**config.mk**
```make
export PLATFORM = sky130hd
export DESIGN_NAME = gavc_seq
export DESIGN_NICKNAME = d
export VERILOG_FILES = /design/src/sv/gavc_pkg.sv /design/src/sv/gavc_seq.sv
export SDC_FILE = /design/constraint.sdc
export NUM_CORES = 1
export LEC_CHECK = 0
export ABC_CLOCK_PERIOD_IN_PS = 3000
export CORE_MARGIN = 3
export CORE_UTILIZATION = 60
export CTS_CLUSTER_DIAMETER = 80
export DETAILED_ROUTE_END_ITERATION = 6
export DONT_BUFFER_PORTS = 1
export PLACE_DENSITY = 0.76
export SETUP_SLACK_MARGIN = 0.2
export SYNTH_ARGS = -nofsm -noshare
export SYNTH_HDL_FRONTEND = slang
export SYNTH_SLANG_ARGS = --single-unit
```
**constraint.sdc**
```tcl
create_clock -name clk -period 3 [get_ports clk]
set_input_delay 0.3 -clock clk [delete_from_list [all_inputs] [get_ports clk]]
set_output_delay 0.3 -clock clk [all_outputs]
set_load 0.02 [all_outputs]
```
**src/sv/gavc_pkg.sv**
```systemverilog
package gavc_pkg;

  localparam int CORDIC_STEPS = 16;
  localparam int ITW = (CORDIC_STEPS > 1) ? $clog2(CORDIC_STEPS) : 1;
  localparam int XW  = 44;
  localparam int PCW = 4;

  localparam logic [PCW-1:0] PC_IDLE = 4'd0;
  localparam logic [PCW-1:0] PC_EMIT = 4'd11;

  localparam logic [3:0] REG_GOAL_X         = 4'd0;
  localparam logic [3:0] REG_GOAL_Y         = 4'd1;
  localparam logic [3:0] REG_REACHED_THR    = 4'd2;
  localparam logic [3:0] REG_APPROACH_DIST  = 4'd3;
  localparam logic [3:0] REG_APPROACH_SPEED = 4'd4;
  localparam logic [3:0] REG_SPEED_PER_DIST = 4'd5;
  localparam logic [3:0] REG_HEADING_GAIN   = 4'd6;
  localparam logic [3:0] REG_TURN_LIMIT     = 4'd7;

  localparam logic [21:0]        INV_GAIN    = 22'd2547003;
  localparam logic signed [33:0] PI_Q29      = 34'sd1686629713;
  localparam logic signed [33:0] NEG_PI_Q29  = -34'sd1686629713;
  localparam logic signed [33:0] TWO_PI_Q29  = 34'sd3373259426;
  localparam logic signed [31:0] HALF_PI_Q29 = 32'sd843314857;
  localparam logic signed [31:0] NEG_HALF_PI = -32'sd843314857;
  localparam logic [30:0]        MAX31       = 31'h7FFF_FFFF;

  typedef enum logic [1:0] {
    ST_NONE,
    ST_REACHED,
    ST_APPROACH,
    ST_FAR
  } status_t;

  typedef enum logic [3:0] {
    OP_NOP,
    OP_IDLE,
    OP_PREROT,
    OP_CORDIC,
    OP_MUL_LO,
    OP_MUL_HI,
    OP_MAGSUM,
    OP_DIST,
    OP_CLASS,
    OP_MUL_TURN,
    OP_MUL_SPD,
    OP_SPEED,
    OP_EMIT
  } op_t;

  typedef enum logic [2:0] {
    JC_STEP,
    JC_JUMP,
    JC_IN,
    JC_LOOP,
    JC_EXIT,
    JC_OUT
  } jc_t;

  typedef struct packed {
    op_t            op;
    jc_t            jc;
    logic [PCW-1:0] target;
  } ucw_t;

  typedef struct packed {
    op_t            op;
    logic [ITW-1:0] iter;
    logic           fire;
  } ctrl_t;

  typedef struct packed {
    logic early;
    logic out_free;
  } flags_t;

  typedef struct packed {
    logic signed [31:0] goal_x;
    logic signed [31:0] goal_y;
    logic [30:0]        reached_thr;
    logic [30:0]        approach_dist;
    logic [30:0]        approach_speed;
    logic [23:0]        speed_per_dist;
    logic [23:0]        heading_gain;
    logic [30:0]        turn_limit;
  } cfg_t;

  // Control store: one word per step of the program.
  function automatic ucw_t ucode(input logic [PCW-1:0] pc);
    ucw_t w;
    case (pc)
      4'd0:    w = '{op: OP_IDLE,     jc: JC_IN,   target: PC_EMIT};
      4'd1:    w = '{op: OP_PREROT,   jc: JC_STEP, target: PC_IDLE};
      4'd2:    w = '{op: OP_CORDIC,   jc: JC_LOOP, target: PC_IDLE};
      4'd3:    w = '{op: OP_MUL_LO,   jc: JC_STEP, target: PC_IDLE};
      4'd4:    w = '{op: OP_MUL_HI,   jc: JC_STEP, target: PC_IDLE};
      4'd5:    w = '{op: OP_MAGSUM,   jc: JC_STEP, target: PC_IDLE};
      4'd6:    w = '{op: OP_DIST,     jc: JC_STEP, target: PC_IDLE};
      4'd7:    w = '{op: OP_CLASS,    jc: JC_EXIT, target: PC_EMIT};
      4'd8:    w = '{op: OP_MUL_TURN, jc: JC_STEP, target: PC_IDLE};
      4'd9:    w = '{op: OP_MUL_SPD,  jc: JC_STEP, target: PC_IDLE};
      4'd10:   w = '{op: OP_SPEED,    jc: JC_STEP, target: PC_IDLE};
      4'd11:   w = '{op: OP_EMIT,     jc: JC_OUT,  target: PC_IDLE};
      default: w = '{op: OP_NOP,      jc: JC_JUMP, target: PC_IDLE};
    endcase
    return w;
  endfunction

  // Arctangent of 2^-i in Q29 radians, rounded to nearest.
  function automatic logic signed [31:0] atan_q29(input logic [4:0] i);
    logic signed [31:0] a;
    case (i)
      5'd0:    a = 32'sd421657428;
      5'd1:    a = 32'sd248918915;
      5'd2:    a = 32'sd131521918;
      5'd3:    a = 32'sd66762579;
      5'd4:    a = 32'sd33510843;
      5'd5:    a = 32'sd16771758;
      5'd6:    a = 32'sd8387925;
      5'd7:    a = 32'sd4194219;
      5'd8:    a = 32'sd2097141;
      5'd9:    a = 32'sd1048575;
      5'd10:   a = 32'sd524288;
      5'd11:   a = 32'sd262144;
      5'd12:   a = 32'sd131072;
      5'd13:   a = 32'sd65536;
      5'd14:   a = 32'sd32768;
      5'd15:   a = 32'sd16384;
      5'd16:   a = 32'sd8192;
      5'd17:   a = 32'sd4096;
      5'd18:   a = 32'sd2048;
      5'd19:   a = 32'sd1024;
      5'd20:   a = 32'sd512;
      5'd21:   a = 32'sd256;
      5'd22:   a = 32'sd128;
      5'd23:   a = 32'sd64;
      default: a = 32'sd0;
    endcase
    return a;
  endfunction

endpackage

```
**src/sv/gavc_seq.sv**
```systemverilog
module gavc_seq (
  input  logic            clk,
  input  logic            rst_n,
  input  logic            in_valid,
  output logic            in_stall,
  input  logic            goal_active,
  input  gavc_pkg::flags_t flags,
  output gavc_pkg::ctrl_t  ctrl
);
  import gavc_pkg::*;

  logic [PCW-1:0] pc_r, pc_nxt;
  logic [ITW-1:0] iter_r, iter_nxt;
  ucw_t           ucw;
  logic           fire;

  assign ucw = ucode(pc_r);

  always_comb begin
    in_stall  = (ucw.op != OP_IDLE);
    fire      = in_valid && (ucw.op == OP_IDLE);
    ctrl.op   = ucw.op;
    ctrl.iter = iter_r;
    ctrl.fire = fire;
  end

  always_comb begin
    pc_nxt   = pc_r;
    iter_nxt = iter_r;
    case (ucw.jc)
      JC_STEP: pc_nxt = pc_r + 1'b1;
      JC_JUMP: pc_nxt = ucw.target;
      JC_IN: begin
        if (fire) begin
          pc_nxt = goal_active ? pc_r + 1'b1 : ucw.target;
        end
      end
      JC_LOOP: begin
        if (iter_r == ITW'(CORDIC_STEPS - 1)) begin
          pc_nxt   = pc_r + 1'b1;
          iter_nxt = '0;
        end else begin
          iter_nxt = iter_r + 1'b1;
        end
      end
      JC_EXIT: pc_nxt = flags.early ? ucw.target : pc_r + 1'b1;
      JC_OUT: begin
        if (flags.out_free) begin
          pc_nxt = ucw.target;
        end
      end
      default: pc_nxt = PC_IDLE;
    endcase
  end

  always_ff @(posedge clk) begin
    if (!rst_n) begin
      pc_r   <= PC_IDLE;
      iter_r <= '0;
    end else begin
      pc_r   <= pc_nxt;
      iter_r <= iter_nxt;
    end
  end

endmodule

```
==> results.toml <==
[run_status]
outcome = "finished clean"

[final_layout]
drive_above_1_share = 0.113
fillers = 123
layout_commonest_cell = "dfxtp_1"
multiInputGateArea_um2 = 553
area_delta_synth_final_pct = -1.73
diodes = 0
final_cell_mix = "dfxtp_1 (16), nand2_1 (7), a21oi_1 (7)"
seqCellArea_um2 = 320
nNetsFinal = 108

[global_routing]
grt_use_total = 0.193
grt_pass1_vias = 656
grt_max_degree = 11
grt_antenna_before_repair = 0
grt-ovfl-total = 0
grt_pass1_wl_um = 2840

[timing]
slew_viol_final = 0
fin_crit_ps = 2470
hold_viol = 0
skew_ps = 5.04
setup_tns_ps = 0
max_freq_mhz = 405
tightest_slew_ps = 710
period_share = 0.823
rsz0062_at_grt = "no"
setup_viol = 0
max_slew_margin = 0.524

[synth]
synth_top_area_share = 0.340
synthCells = 102
synth_seq_cells = 16
synthTopCellsByArea = "dfxtp_1 (34%), a21o_1 (4.0%), buf_4 (4.0%), ha_1 (4.0%), a21oi_1 (3.7%)"
synth_area_leader_cell = "dfxtp_1"
syn-num-nets = 111
ys_warn_count = 0
synthFlopType = "dfxtp_1"
yosysUniqueCellTypes = 45
synth_edf_count = 0
netlist_area_um2 = 942
ys_seq_area_frac = 0.340
async_flop_share = 0
syn_avg_cell_area_um2 = 9.24

[worst_setup_path]
endpoint_kind = "flop"
worstPathRequired_ps = 3230
arrival_ps = 2700
crit_type = "flop to flop"
critical_path.startpoint_type = "flop"
r2r_setup_slack_ps = 530
critPathMaxFanout = 7

[placed_design]
hpwl_um = 1310
portBuffers = 0
gp_routability_congestion = 0.845

[clock_network]
cts.sinks = 16
htreeDepth = 1
clk_pin_slew_ps = 90
cts_buffers = 3
cts_hold_buf = 0
insertion_delay_ps = 290
clockRootBuffer = "clkbuf_4"
cts.path.max_buffers = 2
post-cts-setup-buffers = 0
cts_resized = 0
cts_tree = "yes"

[drt]
drt.antenna.violating_nets = 0
viasPerCell = 6.28
num_vias = 703
wl_per_cell_um = 14.9
firstDrtPassIters = 4
wirelength_um = 1660
drcViolationCount = 0
drt-initial-drc-count = 16

[power]
ir_drop_uv = 531
powerDensity_nw_per_um2 = 962
total_power_w = 0.000891
p_leak_nw = 0.387

[floorplan]
dieArea_um2 = 2080
die_x_um = 45.6
num_rows = 13
ioPinCount = 16
core_area_um2 = 1380
floorplan.initialDensity = 0.681
die_y_um = 45.6

[job]
drv_cap = 0

[hold_path]
hp-class = "input port to flop"
[state kept, by name (all words and copies together) (netlist names)]
register and cells:
iter_r 4, pc_r 4, ucw 8
[kinds of logic (layout without fill, tap and decap cells)]
kind of cell / after synthesis / count (layout) / share of synthesized area
multiplexers: 2 / 2 / 0.0226
AND/OR/NAND/NOR: 35 / 35 / 0.209
buffers and inverters: 11 / 6 / 0.0730
adder cells (fa/ha/maj): 3 / 3 / 0.0398
XOR/XNOR: 1 / 1 / 0.00930
AO/OA/AOI/OAI: 34 / 34 / 0.307
flip-flops: 16 / 16 / 0.340
[final timing paths]
kind	to	from	cells after the start
worst max-delay path	ucw[4]$_DFF_P_	ucw[8]$_DFF_P_	6
worst min register to register	pc_r[1]$_SDFFE_PN0N_	pc_r[1]$_SDFFE_PN0N_	2
worst max register to register	ucw[4]$_DFF_P_	ucw[8]$_DFF_P_	6
worst min-delay path	ucw[3]$_SDFF_PP0_	rst_n	2
[layout make-up]
type | instances | share of cell area
well taps | 15 | 0.0203
clock buffers | 3 | 0.0243
multi-input cells | 75 | 0.597
flip-flops and latches | 16 | 0.346
inverters | 3 | 0.0122
[critical path, stage by stage, from the launching register on]
cell and delay (ps):
dfxtp_1 380, or4b_4 620, o311a_4 380, nor2_1 260, mux2_2 370, nor3b_1 250, a2bb2oi_2 150
[report_power, final]
group | leakage, nW | internal, W | switching, W
logic | 0.242 | 0.000194 | 0.000224
registers | 0.131 | 0.000273 | 0.0000868
clock network | 0.0138 | 0.0000468 | 0.0000657
[synthesized netlist by cell type (2+ instances only)]
| cell | count |
|---|---|
| dfxtp_1 | 16 |
| a21oi_1 | 7 |
| nand2_1 | 7 |
| nand3_1 | 6 |
| nor2_1 | 6 |
| a21o_1 | 5 |
| buf_4 | 5 |
| nor2b_1 | 4 |
| ha_1 | 3 |
| inv_1 | 3 |
| a32o_1 | 2 |
| nor3_1 | 2 |
| o21ai_1 | 2 |
| o2bb2ai_1 | 2 |
| or3_1 | 2 |
[stage by stage]
step / util / cells / hold WS (ps) / area, um^2 / setup slack, ps
final: 0.670 / 112 / 179 / 926 / 531
after CTS: 0.670 / 112 / 169 / 926 / 527
after detailed placement: 0.653 / 109 / 484 / 903 / 552
after floorplan: - / 102 / 444 / 942 / 751
after global placement: 0.653 / 109 / 481 / 903 / 599
after global routing: 0.670 / 112 / 182 / 926 / 387
[per-layer routing]
| layer | part of all wire | GRT usage |
|---|---|---|
| met2 | 0.48 | 0.292 |
| met1 | 0.47 | 0.254 |
| met5 | 0 | 0 |
| met3 | 0.037 | 0.0711 |
| met4 | 0.013 | 0.0526 |
No activity file was read; power rests on OpenSTA's default activity.
