### config.mk
export PLATFORM = sky130hd
export DESIGN_NAME = gavc_cfg
export DESIGN_NICKNAME = d
export VERILOG_FILES = /design/src/sv/gavc_pkg.sv /design/src/sv/gavc_cfg.sv
export SDC_FILE = /design/constraint.sdc
export NUM_CORES = 1
export LEC_CHECK = 0
export BUFFER_PORTS_ARGS = -buffer_cell sky130_fd_sc_hd__clkbuf_2
export CELL_PAD_IN_SITES_DETAIL_PLACEMENT = 1
export CELL_PAD_IN_SITES_GLOBAL_PLACEMENT = 1
export CORE_MARGIN = 1.5
export CORE_UTILIZATION = 41
export DETAILED_ROUTE_END_ITERATION = 12
export PLACE_DENSITY_LB_ADDON = 0.1
export SLEW_MARGIN = 20
export SYNTH_ARGS = -nofsm -noshare
export SYNTH_HDL_FRONTEND = slang
export SYNTH_SLANG_ARGS = --single-unit
### constraint.sdc
create_clock -name clk -period 4.8 [get_ports clk]
set_input_delay 0.96 -clock clk [delete_from_list [all_inputs] [get_ports clk]]
set_output_delay 0.96 -clock clk [all_outputs]
set_load 0.005 [all_outputs]
### src/sv/gavc_pkg.sv
package gavc_pkg;

  localparam int CORDIC_STEPS = 16;
  localparam int ITW = (CORDIC_STEPS > 1) ? $clog2(CORDIC_STEPS) : 1;
  localparam int XW  = 44;
  localparam int PCW = 4;

  localparam logic [PCW-1:0] PC_IDLE = 4'd0;
  localparam logic [PCW-1:0] PC_EMIT = 4'd11;

  localparam logic [3:0] REG_GOAL_X         = 4'd0;
  localparam logic [3:0] REG_GOAL_Y         = 4'd1;
  localparam logic [3:0] REG_REACHED_THR    = 4'd2;
  localparam logic [3:0] REG_APPROACH_DIST  = 4'd3;
  localparam logic [3:0] REG_APPROACH_SPEED = 4'd4;
  localparam logic [3:0] REG_SPEED_PER_DIST = 4'd5;
  localparam logic [3:0] REG_HEADING_GAIN   = 4'd6;
  localparam logic [3:0] REG_TURN_LIMIT     = 4'd7;

  localparam logic [21:0]        INV_GAIN    = 22'd2547003;
  localparam logic signed [33:0] PI_Q29      = 34'sd1686629713;
  localparam logic signed [33:0] NEG_PI_Q29  = -34'sd1686629713;
  localparam logic signed [33:0] TWO_PI_Q29  = 34'sd3373259426;
  localparam logic signed [31:0] HALF_PI_Q29 = 32'sd843314857;
  localparam logic signed [31:0] NEG_HALF_PI = -32'sd843314857;
  localparam logic [30:0]        MAX31       = 31'h7FFF_FFFF;

  typedef enum logic [1:0] {
    ST_NONE,
    ST_REACHED,
    ST_APPROACH,
    ST_FAR
  } status_t;

  typedef enum logic [3:0] {
    OP_NOP,
    OP_IDLE,
    OP_PREROT,
    OP_CORDIC,
    OP_MUL_LO,
    OP_MUL_HI,
    OP_MAGSUM,
    OP_DIST,
    OP_CLASS,
    OP_MUL_TURN,
    OP_MUL_SPD,
    OP_SPEED,
    OP_EMIT
  } op_t;

  typedef enum logic [2:0] {
    JC_STEP,
    JC_JUMP,
    JC_IN,
    JC_LOOP,
    JC_EXIT,
    JC_OUT
  } jc_t;

  typedef struct packed {
    op_t            op;
    jc_t            jc;
    logic [PCW-1:0] target;
  } ucw_t;

  typedef struct packed {
    op_t            op;
    logic [ITW-1:0] iter;
    logic           fire;
  } ctrl_t;

  typedef struct packed {
    logic early;
    logic out_free;
  } flags_t;

  typedef struct packed {
    logic signed [31:0] goal_x;
    logic signed [31:0] goal_y;
    logic [30:0]        reached_thr;
    logic [30:0]        approach_dist;
    logic [30:0]        approach_speed;
    logic [23:0]        speed_per_dist;
    logic [23:0]        heading_gain;
    logic [30:0]        turn_limit;
  } cfg_t;

  // Control store: one word per step of the program.
  function automatic ucw_t ucode(input logic [PCW-1:0] pc);
    ucw_t w;
    case (pc)
      4'd0:    w = '{op: OP_IDLE,     jc: JC_IN,   target: PC_EMIT};
      4'd1:    w = '{op: OP_PREROT,   jc: JC_STEP, target: PC_IDLE};
      4'd2:    w = '{op: OP_CORDIC,   jc: JC_LOOP, target: PC_IDLE};
      4'd3:    w = '{op: OP_MUL_LO,   jc: JC_STEP, target: PC_IDLE};
      4'd4:    w = '{op: OP_MUL_HI,   jc: JC_STEP, target: PC_IDLE};
      4'd5:    w = '{op: OP_MAGSUM,   jc: JC_STEP, target: PC_IDLE};
      4'd6:    w = '{op: OP_DIST,     jc: JC_STEP, target: PC_IDLE};
      4'd7:    w = '{op: OP_CLASS,    jc: JC_EXIT, target: PC_EMIT};
      4'd8:    w = '{op: OP_MUL_TURN, jc: JC_STEP, target: PC_IDLE};
      4'd9:    w = '{op: OP_MUL_SPD,  jc: JC_STEP, target: PC_IDLE};
      4'd10:   w = '{op: OP_SPEED,    jc: JC_STEP, target: PC_IDLE};
      4'd11:   w = '{op: OP_EMIT,     jc: JC_OUT,  target: PC_IDLE};
      default: w = '{op: OP_NOP,      jc: JC_JUMP, target: PC_IDLE};
    endcase
    return w;
  endfunction

  // Arctangent of 2^-i in Q29 radians, rounded to nearest.
  function automatic logic signed [31:0] atan_q29(input logic [4:0] i);
    logic signed [31:0] a;
    case (i)
      5'd0:    a = 32'sd421657428;
      5'd1:    a = 32'sd248918915;
      5'd2:    a = 32'sd131521918;
      5'd3:    a = 32'sd66762579;
      5'd4:    a = 32'sd33510843;
      5'd5:    a = 32'sd16771758;
      5'd6:    a = 32'sd8387925;
      5'd7:    a = 32'sd4194219;
      5'd8:    a = 32'sd2097141;
      5'd9:    a = 32'sd1048575;
      5'd10:   a = 32'sd524288;
      5'd11:   a = 32'sd262144;
      5'd12:   a = 32'sd131072;
      5'd13:   a = 32'sd65536;
      5'd14:   a = 32'sd32768;
      5'd15:   a = 32'sd16384;
      5'd16:   a = 32'sd8192;
      5'd17:   a = 32'sd4096;
      5'd18:   a = 32'sd2048;
      5'd19:   a = 32'sd1024;
      5'd20:   a = 32'sd512;
      5'd21:   a = 32'sd256;
      5'd22:   a = 32'sd128;
      5'd23:   a = 32'sd64;
      default: a = 32'sd0;
    endcase
    return a;
  endfunction

endpackage

### src/sv/gavc_cfg.sv
module gavc_cfg (
  input  logic          clk,
  input  logic          rst_n,
  input  logic          cfg_valid,
  output logic          cfg_ready,
  input  logic [3:0]    cfg_index,
  input  logic [31:0]   cfg_data,
  input  logic          clr_goal,
  output logic          goal_active,
  output gavc_pkg::cfg_t cfg
);
  import gavc_pkg::*;

  cfg_t cfg_r;
  logic goal_active_r;
  logic wr;

  assign cfg_ready   = 1'b1;
  assign wr          = cfg_valid && cfg_ready;
  assign cfg         = cfg_r;
  assign goal_active = goal_active_r;

  always_ff @(posedge clk) begin
    if (!rst_n) begin
      cfg_r.goal_x         <= 32'sd0;
      cfg_r.goal_y         <= 32'sd0;
      cfg_r.reached_thr    <= 31'd6554;
      cfg_r.approach_dist  <= 31'd32768;
      cfg_r.approach_speed <= 31'd13107;
      cfg_r.speed_per_dist <= 24'd65536;
      cfg_r.heading_gain   <= 24'd65536;
      cfg_r.turn_limit     <= 31'd65536;
    end else if (wr) begin
      case (cfg_index)
        REG_GOAL_X:         cfg_r.goal_x         <= cfg_data;
        REG_GOAL_Y:         cfg_r.goal_y         <= cfg_data;
        REG_REACHED_THR:    cfg_r.reached_thr    <= cfg_data[30:0];
        REG_APPROACH_DIST:  cfg_r.approach_dist  <= cfg_data[30:0];
        REG_APPROACH_SPEED: cfg_r.approach_speed <= cfg_data[30:0];
        REG_SPEED_PER_DIST: cfg_r.speed_per_dist <= cfg_data[23:0];
        REG_HEADING_GAIN:   cfg_r.heading_gain   <= cfg_data[23:0];
        REG_TURN_LIMIT:     cfg_r.turn_limit     <= cfg_data[30:0];
        default: ;
      endcase
    end
  end

  // A goal write arms the controller; reaching the goal disarms it.
  always_ff @(posedge clk) begin
    if (!rst_n) begin
      goal_active_r <= 1'b0;
    end else if (wr && (cfg_index == REG_GOAL_X || cfg_index == REG_GOAL_Y)) begin
      goal_active_r <= 1'b1;
    end else if (clr_goal) begin
      goal_active_r <= 1'b0;
    end
  end

endmodule

==> parameters.txt <==
Parameter                              Value

Synthesis
  Yosys warning total ... 0
  Number of distinct library cells after synthesis ... 25
  Sequential area share after synthesis ... 0.552
  Synth Area per Inst ... 10.3 um^2
  Number of flops mapped to enable cells by yosys ... 0
  Synthesized instance count ... 836
  Nets in the synthesized netlist ... 876
  Number of storage elements in the synthesis netlist ... 237
  Top_reg_cell synth ... sky130_fd_sc_hd__dfxtp_1
  Asr flop ratio synth ... 0
  Post-Synthesis Cell Area ... 8590 um^2

Timing
  Unrepaired setup endpoints after global routing ... false
  Relative slew margins ... 0.249
  Min Tclk post-route ... 2.59 ns
  Final setup TNS ... 0 ns
  Final number of hold-violating endpoints ... 0
  Count of final max-slew check failures ... 0
  Final number of setup-violating endpoints ... 0
  Final worst clock skew ... 0 ns
  Period utilisation layout ... 0.540
  Max Clk Rate ... 386 MHz
  Final setup slack of the worst path ... 2.21 ns
  Slew at the pin closest to its max-slew limit ... 1.12 ns

Die
  Die area ... 21,800 um^2
  Core Box Area ... 20,400 um^2
  Boundary pin count ... 278
  Total number of placement rows ... 52
  Initial Utilization ... 0.422
  Height of the die ... 148 um
  Die Width ... 148 um

Setup path
  Startpoint of the worst setup timing path ... cfg_index[3]
  Worst Setup Path Type ... primary input to flop
  Nature of the critical path endpoint ... flop
  Type of element launching the critical path ... primary input
  Worst Reg-to-Reg Cells ... 2
  WP data required ... 5.24 ns
  Crit Path Max Fanout ... 16
  Arrival time worst endpoint ... 3.03 ns
  Reg2Reg Launch Point ... cfg[92]

CTS
  Setup Fix Bufs, Post-CTS ... 0
  Clock Tree Buf Depth ... 3
  Clk sink count ... 237
  Worst-path clk slew ... 0.06 ns
  Cts hold-fix bufs ... 0
  TritonCTS clock tree ... done
  Cell chosen for the clock root ... sky130_fd_sc_hd__clkbuf_16
  Post-cts resize count ... 0
  Number of buffers inserted during clock tree synthesis ... 26
  H-tree depth ... 1
  Clk Latency, worst-skew pair ... 0.51 ns

Power
  Post-route total power ... 0.00415 W
  Peak VDD IR ... 0.000252 V
  Power density over the cells ... 377 nW/um^2
  Lkg Pwr ... 5.32 nW

Run
  Number of max-cap violations ... 0

Global routing
  GRT overflow ... 0
  Number of global-route vias before repair ... 7,083
  Largest net degree at the start of global routing ... 113
  GR Util All Layers ... 0.235
  Number of antenna violations at the first check in global routing ... 0
  Global-route wire length before repair ... 40.2 mm

Layout
  Fill cells ... 2,385
  Antenna cell count ... 0
  Signed area change from the synthesized netlist to the final layout ... 28.0%
  Core utilization of the finished layout ... 0.540
  # nets final ... 1,131
  Fraction of final layout cells sized beyond drive strength 1 ... 0.301

Placement
  Worst setup timing slack at the placement stage ... 1.73 ns
  Gpl congestion ... 0.760
  Buffers on Ports ... 276
  Sum of net half-perimeters after detailed placement ... 17.8 mm

Status
  Run status ... completed

Routing
  DRT antenna net count ... 0
  Initial DRC Count ... 169
  1st-pass router iterations ... 4
  DRC violation count after routing ... 0
  Detailed-route wire length ... 26.2 mm
  Average routed wire per standard cell ... 19.0 um
  Via count normalized by instance count ... 4.99
  Vias post-DR ... 6,871

Hold path
  Hold-critical path depth ... 2
  HP Start ... cfg[60]
  Classification of the worst-slack hold path ... flop to flop
sequential cells by signal, indices dropped and copies added, names as in the netlist:
| name | count |
|---|---|
| goal_active | 1 |
| cfg | 236 |
metal layers:
metal  global-route usage  up-vias  wire length [um]
met1                0.304     3321             11700
met2                0.386      217             12000
li1                     -     3281                 -
met5                    0        -                 0
met3               0.0519       52              1600
met4               0.0830        0               839
stage by stage:
stage	instances	area [um^2]	hold WS (ns)
finish	1378	11000	0.455
global route	1378	11000	0.475
global placement	1333	10200	0.442
floorplan	836	8590	0.451
detailed placement	1333	10200	0.446
CTS	1378	11000	0.460
final timing paths:
kind / endpoint / slack (ns)
hold reg to reg: cfg[60] / 0.46
hold / removal: cfg[60] / 0.46
setup / recovery: cfg[138] / 2.21
setup reg to reg: cfg[92] / 4.07
placed cells by master, fill, tap and decap left out, drive strengths merged, types with 2 or more instances in the layout:
cell type  netlist  layout
clkbuf          36     315
nand2          251     251
dfxtp          237     237
mux2i          224     224
nand3           14      14
nor2b           13      13
buf             24      11
o21ai            8       8
inv              6       6
clkinv           0       5
o31ai            4       4
o211ai           4       4
nor2             3       3
or3              2       2
nor3b            2       2
nand3b           2       2
critical path, stage by stage:
cell and delay [ns]:
sky130_fd_sc_hd__clkbuf_2 0.10, sky130_fd_sc_hd__or3b_1 0.56, sky130_fd_sc_hd__nor2_4 0.72, sky130_fd_sc_hd__buf_4 0.44, sky130_fd_sc_hd__mux2i_1 0.24
power breakdown:
group / switching (W) / total [W] / internal, W
Combinational: 0.000136 / 0.000206 / 0.0000698
Clock: 0.000780 / 0.00193 / 0.00116
Sequential: 0.0000145 / 0.00201 / 0.00199
Total: 0.000931 / 0.00415 / 0.00322
kinds of logic (layout without fill, tap and decap cells):
group,after synthesis,count (layout),synth area share
compound gates,18,18,0.0134
buf+inv,66,338,0.0360
flops,237,237,0.552
mux,224,224,0.261
other cells,1,1,0.000437
simple gates,290,290,0.137
synthesized netlist by cell type (2+ instances only):
cell type / number / area share
sky130_fd_sc_hd__nand3_1: 14 / 0.0082
sky130_fd_sc_hd__buf_6: 3 / 0.0039
sky130_fd_sc_hd__mux2i_1: 224 / 0.26
sky130_fd_sc_hd__buf_4: 5 / 0.0044
sky130_fd_sc_hd__nand2_1: 251 / 0.11
sky130_fd_sc_hd__buf_2: 16 / 0.0093
sky130_fd_sc_hd__nor2_1: 2 / 0.00087
sky130_fd_sc_hd__clkbuf_1: 36 / 0.016
sky130_fd_sc_hd__nand3b_1: 2 / 0.0017
sky130_fd_sc_hd__o21ai_0: 8 / 0.0047
sky130_fd_sc_hd__inv_1: 6 / 0.0026
sky130_fd_sc_hd__o211ai_1: 4 / 0.0035
sky130_fd_sc_hd__o31ai_1: 4 / 0.0035
sky130_fd_sc_hd__dfxtp_1: 237 / 0.55
sky130_fd_sc_hd__or3_1: 2 / 0.0015
sky130_fd_sc_hd__nor2b_1: 13 / 0.0095
layout make-up:
class / instances / area, um^2 / area share
Sequential cell: 237 / 4740 / 0.431
Multi-Input combinational cell: 533 / 3570 / 0.324
Timing Repair Buffer: 287 / 1500 / 0.136
Clock buffer: 39 / 771 / 0.0701
Tap cell: 270 / 338 / 0.0307
Clock inverter: 6 / 58.8 / 0.00535
Inverter: 6 / 22.5 / 0.00205
(Power assumes the default switching activity.)
